### config.mk
export PLATFORM = sky130hd
export DESIGN_NAME = pid_ctrl
export DESIGN_NICKNAME = d
export VERILOG_FILES = /design/src/hdl/pid_pkg.sv /design/src/hdl/pid_ctrl.sv
export SDC_FILE = /design/constraint.sdc
export NUM_CORES = 1
export LEC_CHECK = 0
export BUFFER_PORTS_ARGS = -buffer_cell sky130_fd_sc_hd__buf_2
export CAP_MARGIN = 20
export CORE_MARGIN = 4
export CORE_UTILIZATION = 46
export CTS_CLUSTER_DIAMETER = 30
export DETAILED_ROUTE_END_ITERATION = 7
export MAX_ROUTING_LAYER = met4
export PLACE_DENSITY_LB_ADDON = 0.05
export SLEW_MARGIN = 20
export SYNTH_ARGS = -nofsm -noshare
export SYNTH_HDL_FRONTEND = slang
export SYNTH_SLANG_ARGS = --single-unit
export TNS_END_PERCENT = 20
### constraint.sdc
create_clock -name clk_i -period 1.41 [get_ports clk_i]
set_input_delay 0.141 -clock clk_i [delete_from_list [all_inputs] [get_ports clk_i]]
set_output_delay 0.141 -clock clk_i [all_outputs]
set_load 0.005 [all_outputs]
### src/hdl/pid_pkg.sv
`default_nettype none
// ----------------------------------------------------------------------------
// pid_pkg
// Types, codes and saturating helpers shared by the polynomial integrator.
// ----------------------------------------------------------------------------
package pid_pkg;

  // Width of the rounded division count (13-bit request plus one for rounding).
  localparam int CNT_W = 14;
  localparam int PROD_W = 128;

  localparam logic [1:0] OP_TRAP = 2'd1;
  localparam logic [1:0] OP_SIMP = 2'd2;

  localparam logic [1:0] ST_OK     = 2'd0;
  localparam logic [1:0] ST_BAD_OP = 2'd1;
  localparam logic [1:0] ST_ZERO_N = 2'd2;
  localparam logic [1:0] ST_SAT    = 2'd3;

  localparam logic [1:0] REG_CUBIC    = 2'd0;
  localparam logic [1:0] REG_SQUARE   = 2'd1;
  localparam logic [1:0] REG_LINEAR   = 2'd2;
  localparam logic [1:0] REG_CONSTANT = 2'd3;

  localparam logic signed [63:0] S64_MAX = {1'b0, {63{1'b1}}};
  localparam logic signed [63:0] S64_MIN = {1'b1, {63{1'b0}}};

  typedef struct packed {
    logic signed [31:0] lower_limit;
    logic signed [31:0] upper_limit;
    logic [12:0]        divisions;
    logic [1:0]         opcode;
  } in_t;

  typedef struct packed {
    logic signed [63:0] integral;
    logic [12:0]        divisions_used;
    logic [1:0]         status;
  } out_t;

  typedef enum logic [3:0] {
    CMD_NONE,
    CMD_LOAD,
    CMD_DIV_H2,
    CMD_H2_DONE,
    CMD_POINT,
    CMD_MUL,
    CMD_MUL_ADD,
    CMD_DOUBLE,
    CMD_ACC,
    CMD_SCALE_MUL,
    CMD_SCALE_DIV,
    CMD_FINISH,
    CMD_OUTPUT
  } cmd_e;

  typedef struct packed {
    cmd_e       op;
    logic [1:0] coef_sel;
  } cmd_t;

  typedef struct packed {
    logic mul_done;
    logic div_done;
    logic bad_op;
    logic zero_n;
    logic last_point;
    logic interior;
    logic quad_weight;
  } sts_t;

  typedef struct packed {
    logic signed [63:0] val;
    logic               ovf;
  } sval_t;

  function automatic sval_t sat_add(logic signed [63:0] a, logic signed [63:0] b);
    logic signed [63:0] s;
    sval_t r;
    s = a + b;
    r.ovf = (a[63] == b[63]) && (s[63] != a[63]);
    r.val = r.ovf ? (a[63] ? S64_MIN : S64_MAX) : s;
    return r;
  endfunction

  function automatic logic [63:0] mag64(logic signed [63:0] v);
    return v[63] ? 64'(-v) : 64'(v);
  endfunction

  // Signed value from a sign and a magnitude, clamped to the 64-bit range.
  function automatic sval_t from_mag(logic neg, logic [63:0] m);
    sval_t r;
    r.ovf = 1'b0;
    if (neg) begin
      if (m[63] && (m[62:0] != '0)) begin
        r.ovf = 1'b1;
        r.val = S64_MIN;
      end else begin
        r.val = -$signed(m);
      end
    end else begin
      if (m[63]) begin
        r.ovf = 1'b1;
        r.val = S64_MAX;
      end else begin
        r.val = $signed(m);
      end
    end
    return r;
  endfunction

endpackage
`default_nettype wire

### src/hdl/pid_ctrl.sv
`default_nettype none
// ----------------------------------------------------------------------------
// pid_ctrl
// Sequencer that steps the datapath through one integration.
// ----------------------------------------------------------------------------
module pid_ctrl (
  input  wire logic           clk_i,
  input  wire logic           rst_ni,
  input  wire logic           accept_i,
  input  wire pid_pkg::sts_t  sts_i,
  output pid_pkg::cmd_t       cmd_o,
  output logic                busy_o
);
  import pid_pkg::*;

  typedef enum logic [3:0] {
    S_IDLE, S_CHECK, S_WAIT_H2, S_POINT, S_MUL, S_WAIT_MUL,
    S_WEIGHT, S_WEIGHT2, S_ACC, S_SCALE, S_WAIT_SM, S_WAIT_SD, S_OUT
  } state_e;

  state_e     state_q, state_d;
  logic [1:0] step_q, step_d;

  always_comb begin
    state_d      = state_q;
    step_d       = step_q;
    cmd_o.op       = CMD_NONE;
    cmd_o.coef_sel = REG_CUBIC;
    unique case (state_q)
      S_IDLE: begin
        if (accept_i) begin
          cmd_o.op = CMD_LOAD;
          state_d  = S_CHECK;
        end
      end
      S_CHECK: begin
        if (sts_i.bad_op || sts_i.zero_n) begin
          cmd_o.op = CMD_OUTPUT;
          state_d  = S_IDLE;
        end else begin
          cmd_o.op = CMD_DIV_H2;
          state_d  = S_WAIT_H2;
        end
      end
      S_WAIT_H2: begin
        if (sts_i.div_done) begin
          cmd_o.op = CMD_H2_DONE;
          state_d  = S_POINT;
        end
      end
      S_POINT: begin
        cmd_o.op = CMD_POINT;
        step_d   = 2'd0;
        state_d  = S_MUL;
      end
      S_MUL: begin
        cmd_o.op = CMD_MUL;
        state_d  = S_WAIT_MUL;
      end
      S_WAIT_MUL: begin
        if (sts_i.mul_done) begin
          cmd_o.op       = CMD_MUL_ADD;
          cmd_o.coef_sel = step_q + 2'd1;
          step_d         = step_q + 2'd1;
          state_d        = (step_q == 2'd2) ? S_WEIGHT : S_MUL;
        end
      end
      S_WEIGHT: begin
        if (sts_i.interior) begin
          cmd_o.op = CMD_DOUBLE;
          state_d  = S_WEIGHT2;
        end else begin
          state_d  = S_ACC;
        end
      end
      S_WEIGHT2: begin
        if (sts_i.quad_weight) cmd_o.op = CMD_DOUBLE;
        state_d = S_ACC;
      end
      S_ACC: begin
        cmd_o.op = CMD_ACC;
        state_d  = sts_i.last_point ? S_SCALE : S_POINT;
      end
      S_SCALE: begin
        cmd_o.op = CMD_SCALE_MUL;
        state_d  = S_WAIT_SM;
      end
      S_WAIT_SM: begin
        if (sts_i.mul_done) begin
          cmd_o.op = CMD_SCALE_DIV;
          state_d  = S_WAIT_SD;
        end
      end
      S_WAIT_SD: begin
        if (sts_i.div_done) begin
          cmd_o.op = CMD_FINISH;
          state_d  = S_OUT;
        end
      end
      S_OUT: begin
        cmd_o.op = CMD_OUTPUT;
        state_d  = S_IDLE;
      end
      default: state_d = S_IDLE;
    endcase
  end

  always_ff @(posedge clk_i or negedge rst_ni) begin
    if (!rst_ni) begin
      state_q <= S_IDLE;
      step_q  <= '0;
      busy_o  <= 1'b0;
    end else begin
      state_q <= state_d;
      step_q  <= step_d;
      busy_o  <= (state_d != S_IDLE);
    end
  end

endmodule
`default_nettype wire

Yosys cells after proc, flatten, opt, wreduce, memory -nomap -nowiden:

Cells that the tools add are included.

* register bits: 7

* add/subtract/negate cells: 1
* equal/unequal tests: 14
* muxes and demuxes: 22
* reduce and logical (&&, ||, !) cells: 5

Operators with widths (count)
* 4-bit one-hot mux with 13 select lines: 1
* 4-bit one-hot mux with 12 select lines: 1
* 4-bit two-way mux: 10
* 4-bit equality test (second input constant): 5
* 4-bit by 3-bit equality test with 1-bit output (second input constant): 4
* 2-bit two-way mux: 5
* 4-bit by 2-bit equality test with 1-bit output (second input constant): 2
* 3-bit two-way mux: 2
* 5-bit two-way mux: 1
* 4-bit by 1-bit equality test with 1-bit output (second input constant): 1
* 4-bit zero test: 1
* 2-bit one-hot mux with 2 select lines: 1
* 4-bit nonzero test: 1
* 2-bit by 1-bit adder with 2-bit output (second input constant): 1
* 2-bit equality test (second input constant): 1
* 2-bit inequality test (second input constant): 1
* 2-bit AND reduction: 1
* 2-bit nonzero test: 1
* 1-bit logical OR: 1
* 1-bit two-way mux: 1

Longest topological paths before layout:

Gate-level depths: netlist of the first run.

* word-level depth: 5
* mapped depth: 6
* mapped depth without buffers: 5

Worst setup path after synthesis of the first run:

OpenSTA, ideal clock, no wires.

* path kind: register -> output
* start: register state_q[0]
* end: output port cmd_o[4] (netlist bit)
* arrival: 1199 ps
* data required time: 1269 ps
* setup slack: 70 ps
* cell stages (with the launch flop): 6
* path through: dfrtp_1 buf_6 nand2b_1 a211o_1 a21oi_1 o22a_1

RTL lines
* start, declared: line pid_ctrl.sv:21 `state_e state_q, state_d;`
* start signal, assigned: line pid_ctrl.sv:114 `state_q <= state_d;`
* end, declared: line pid_ctrl.sv:11 `output pid_pkg::cmd_t cmd_o,`

==> results.ini, run 1 <==
[yosys]
ys.flop_type=dfrtp_1
yosysTopAreaCell=dfrtp_1
async_flop_share_pct=100
syn-cell-area_um2=691
synth.top_cell.area_share_pct=25.4
ys_ff_latch=7
yosysSeqAreaShare_pct=25.4
yosys_warnings=0
syn_area_per_cell_um2=8.22
synth-edff-count=0
synthDistinctLibCells=35
yosys-top-cells-area=dfrtp_1 25%, a21oi_1 6.5%, nand2b_1 6.3%
synth_cells=84
syn_nets=95

[timing]
max_freq_mhz=587
timing.hold.ws_ns=0.246
fin_ws_ns=-0.292
rsz0062_at_grt=yes
drv_slew=0
finalHoldViolCount=0
maxSlewHeadroom_pct=82.0
fin_crit_ns=1.70
tightest_slew_ns=0.267
final.period_utilization_pct=121
setup_viol=8
skew_ns=0.00477

[critical_path]
cp-start-kind=flip-flop
cp.arrival_ns=1.56
cp_data_required_time_ns=1.27
end_kind=output pin
worstSetupPathType=reg2out
crit_path_max_fanout=8

[cts]
cts_buffer_depth=2
cts_sinks=7
clk_pin_slew_ns=0.05
cts_tree=done
clkLatencyLatePin_ns=0.25
htree_num_levels=1
clockRootBuffer=clkbuf_4
cts-buffers-inserted=3

[routing]
wl_per_cell_um=14.0
firstDrtPassIters=4
wl_mm=1.82
drtIter0Drc=13
via_count=735
ant_nets=0
drc_errors=0
vias_per_cell=5.65

[flow_run]
maxCapViolCount=0

[power_and_ir_drop]
p_per_area_nw_per_um2=2140
power.leakage_nw=0.483
max-vdd-ir-drop_uv=1010
power.total_mw=2.06

[die]
core_um2=1350
initial_utilization_pct=51.2
io_pins=17
fp.dieArea_um2=2190
die_x_um=46.8
fp.dieH_um=46.8
rows=13

[cells_and_area]
final_cell_mix=16 x buf_2, 15 x buf_4, 9 x a21oi_1
drive_gt1_share_pct=45.2
utilization_pct=71.4
final_cell_area_um2=963
num-nets-final=127
fill_cells=116
layout-area-overhead-vs-synth_pct=39.5
final_common_cell=buf_2
antennaDiodeCount=0

[global_route]
grt_max_degree=10
gr-total-overflow=0
track_usage_pct=19.4
grt_pass1_wl_mm=2.97
antenna_found_initial=0
grt_pass1_vias=719

[placement]
place_ws_ns=-0.104
port_buffers=16
finalWeightedCongestion=0.892
place_area_um2=857
hpwlAfterDp_mm=1.37

[hold_path]
hp-class=in2async

[status]
violations=negative setup slack
status=complete, but fails checks

-- power breakdown --
group	switching, mW	total (mW)	internal [mW]
clock network	0.0724	0.180	0.108
logic	0.618	1.44	0.826
registers	0.137	0.435	0.299
-- worst paths after layout --
check	cells after the start	end	slack [ns]	start
setup / recovery	5	cmd_o[2]	-0.29	state_q[2]
hold / removal	2	step_q[1]	0.25	rst_ni
setup reg to reg	7	busy_o	-0.18	state_q[2]
hold reg to reg	2	step_q[0]	0.58	step_q[0]
max in group asynchronous	2	state_q[3]	0.99	rst_ni
min in group clk_i	5	state_q[3]	0.34	sts_i[2]
-- sequential cells by signal, summed over array words and instances (netlist names) --
signal,flops
state_q,4
step_q,2
busy_o,1
-- repair_timing --
| item | CTS | global route |
|---|---|---|
| pin swaps | 9 | 3 |
| endpoints found under the hold margin | 7 | 0 |
| gates resized for setup | 11 | 5 |
| hold buffers | 1 | 0 |
| setup endpoints to repair | 8 | 8 |
| buffers inserted | 0 | 1 |
-- stage by stage --
stage	std cells	setup TNS [ns]
6_report	130	-1.30
5_1_grt	130	-1.81
4_1_cts	129	-1.13
3_5_place_dp	124	-0.362
3_3_place_gp	124	-0.307
2_1_floorplan	84	0
-- cell usage after synthesis, drive strengths merged (2+ instances only) --
library cell,n
buf,8
nor4bb,2
a21oi,9
nand3b,2
inv,6
o21ai,6
dfrtp,7
nand2,5
nor3b,3
nor2,4
nand3,2
nand2b,8
a211o,2
o22ai,2
nand4b,2
-- routing by layer --
layer | wire length [um] | vias to the layer above | GRT usage [%]
li1 | - | 363 | -
met1 | 854 | 352 | 23.1
met2 | 885 | 18 | 33.5
met3 | 66 | 2 | 1.15
met4 | 9 | 0 | 8.29
met5 | 0 | - | -
-- logic make-up after synthesis --
group / synth area share [%]
flip-flops: 25.4
adder cells (fa/ha/maj): 1.81
buffers and inverters: 12.0
multiplexers: 3.08
AND/OR/NAND/NOR: 33.0
AO/OA/AOI/OAI: 24.8
-- final cells by class --
type	count	area (um^2)	share of cell area, %
Inverter	6	22.5	2.34
Multi-Input combinational cell	63	479	49.7
Tap cell	15	18.8	1.95
Sequential cell	7	180	18.7
Timing Repair Buffer	35	236	24.5
Clock buffer	4	26.3	2.73
-- critical path, cell delays in order, from the launching register on --
cell	delay (ns)
dfrtp_2	0.47
buf_6	0.14
nand3b_1	0.20
a211oi_2	0.28
a211o_1	0.12
buf_2	0.10
No activity file was read; power rests on OpenSTA's default activity.
==> run 2: changes to the inputs <==
CAP_MARGIN = default   (was 20)
CELL_PAD_IN_SITES_DETAIL_PLACEMENT = 0   (was default)
CELL_PAD_IN_SITES_GLOBAL_PLACEMENT = 2   (was default)
CORE_UTILIZATION = 26   (was 46)
==> run 2 against run 1 <==
Net effect:
- clock skew is 0.0019 ns higher
- register-to-register slack improved by 0.07 ns
- global-route usage shrank 6.3 points
- count of clock-buffer cells in the layout is the same
- cell count rose by 18%
- the flow still finishes with violations (negative setup slack)
- critical path depth rose by 1
- sequential share of layout area down 1.1 points
- utilization fell by 30 points
- flip-flop and latch count stayed put
- routed wire length up 12%
- maximum frequency fell by 1.5%
- combinational power rose by 4%
==> results.ini, run 2 (same netlist as run 1, synthesis figures left out) <==
[critical_path]
crit_path_max_fanout=6
cp.arrival_ns=1.59
cp-start-kind=flip-flop
cp_data_required_time_ns=1.27
r2r.worst_path.cells=6
cp_common_cell=a211o_1
max_stage_delay_ns=0.46
cp_cell_sequence=nand2b_4 > a211o_1 > buf_4 > inv_1 > a211o_1 > buf_2
end_kind=output pin
crit_slowest_cell=dfrtp_2
worstSetupPathType=reg2out

[global_route]
grt_pass1_vias=763
track_usage_pct=13.1
gr-total-overflow=0
antenna_found_initial=0
grt_pass1_wl_mm=3.45
grt_max_degree=11

[cts]
cts_tree=done
clkLatencyLatePin_ns=0.25
cts_sinks=7
cts_buffer_depth=2
clk_pin_slew_ns=0.06
htree_num_levels=1
clockRootBuffer=clkbuf_4
cts-buffers-inserted=3

[routing]
firstDrtPassIters=4
drtIter0Drc=26
via_count=738
wl_per_cell_um=13.2
ant_nets=0
vias_per_cell=4.82
wl_mm=2.03
drc_errors=0

[timing]
drv_slew=0
timing.hold.ws_ns=0.243
finalHoldViolCount=0
setup_viol=9
fin_crit_ns=1.73
maxSlewHeadroom_pct=79.9
rsz0062_at_grt=yes
max_freq_mhz=579
skew_ns=0.00668
final.period_utilization_pct=123
tightest_slew_ns=0.298
fin_ws_ns=-0.318
tns_ns=-1.61

[cells_and_area]
drive_gt1_share_pct=48.8
num-nets-final=135
fill_cells=270
final_cell_mix=25 x buf_4, 16 x buf_2, 8 x a21oi_1
final_common_cell=buf_4
utilization_pct=40.9
antennaDiodeCount=0
top_register=state_q
layout-area-overhead-vs-synth_pct=48.2
top_regs=state_q (4), step_q (2), busy_o (1)
largest_reg_flops=4

[die]
initial_utilization_pct=27.6
rows=18
die_x_um=59.5
fp.dieH_um=59.5
core_um2=2500
fp.dieArea_um2=3550
io_pins=17

[placement]
hpwlAfterDp_mm=1.57
place_ws_ns=-0.146
finalWeightedCongestion=0.759
port_buffers=16

[power_and_ir_drop]
power.leakage_nw=0.508
p_per_area_nw_per_um2=2080
max-vdd-ir-drop_uv=870

[status]
status=complete, but fails checks
violations=negative setup slack

[hold_path]
hp-class=in2async

[flow_run]
maxCapViolCount=0

run 2: cell types whose count changed in the layout (fill, tap and decap cells not counted):
cell       change
nand2_4        -1
a2bb2oi_1      +1
nand2_1        +1
nor3b_2        +2
a21oi_2        +1
nor3b_4        -1
nor3b_1        -1
a2bb2oi_2      -1
buf_6          -2
buf_4         +10
a21oi_1        -1
run 2: per-layer routing:
| layer | part of all wire, % | vias to the layer above | track usage [%] |
|---|---|---|---|
| met3 | 2.8 | 0 | 1.96 |
| met2 | 45 | 13 | 20.0 |
| met4 | 0 | 0 | 2.85 |
| met1 | 52 | 347 | 18.3 |
| li1 | - | 378 | - |
| met5 | 0 | - | - |
run 2: final cells by class:
cell class | count | area (um^2) | share of cell area [%]
Sequential cell | 7 | 180 | 17.6
Clock buffer | 4 | 26.3 | 2.57
Inverter | 6 | 22.5 | 2.20
Timing Repair Buffer | 43 | 289 | 28.2
Multi-Input combinational cell | 63 | 468 | 45.7
Tap cell | 30 | 37.5 | 3.67
run 2: final timing paths:
kind                            start          to  slack (ns)
setup reg to reg           state_q[0]      busy_o       -0.11
min in group clk_i           sts_i[2]  state_q[3]        0.31
max in group asynchronous      rst_ni  state_q[1]        0.99
hold / removal                 rst_ni  state_q[0]        0.24
setup / recovery           state_q[0]    cmd_o[2]       -0.32
hold reg to reg             step_q[0]   step_q[0]        0.58
run 2: worst max-delay path, delay by kind of cell, from the launching register on:
kind            cells  cell delay, ns
compound gates      2            0.41
flops               1            0.46
simple gates        1            0.16
buf+inv             3            0.30
run 2: what timing repair did:
action	CTS	global route
pin swaps	5	1
endpoints found under the hold margin	7	0
resized for setup	8	4
setup buffers	2	1
setup endpoints to repair	10	10
hold buffers	1	0
run 2: where the power goes:
group          internal, mW  switching (mW)  leakage (nW)  total (mW)
Combinational         0.882           0.622         0.413        1.50
Clock                 0.108          0.0754        0.0150       0.183
Sequential            0.299           0.139        0.0806       0.437
run 2: through the flow:
stage	area, um^2	std cells	power [mW]
final	1020	153	2.13
after global routing	1020	153	2.33
after CTS	993	152	2.07
after detailed placement	921	145	1.78
after global placement	921	145	1.78
after floorplan	691	84	1.24
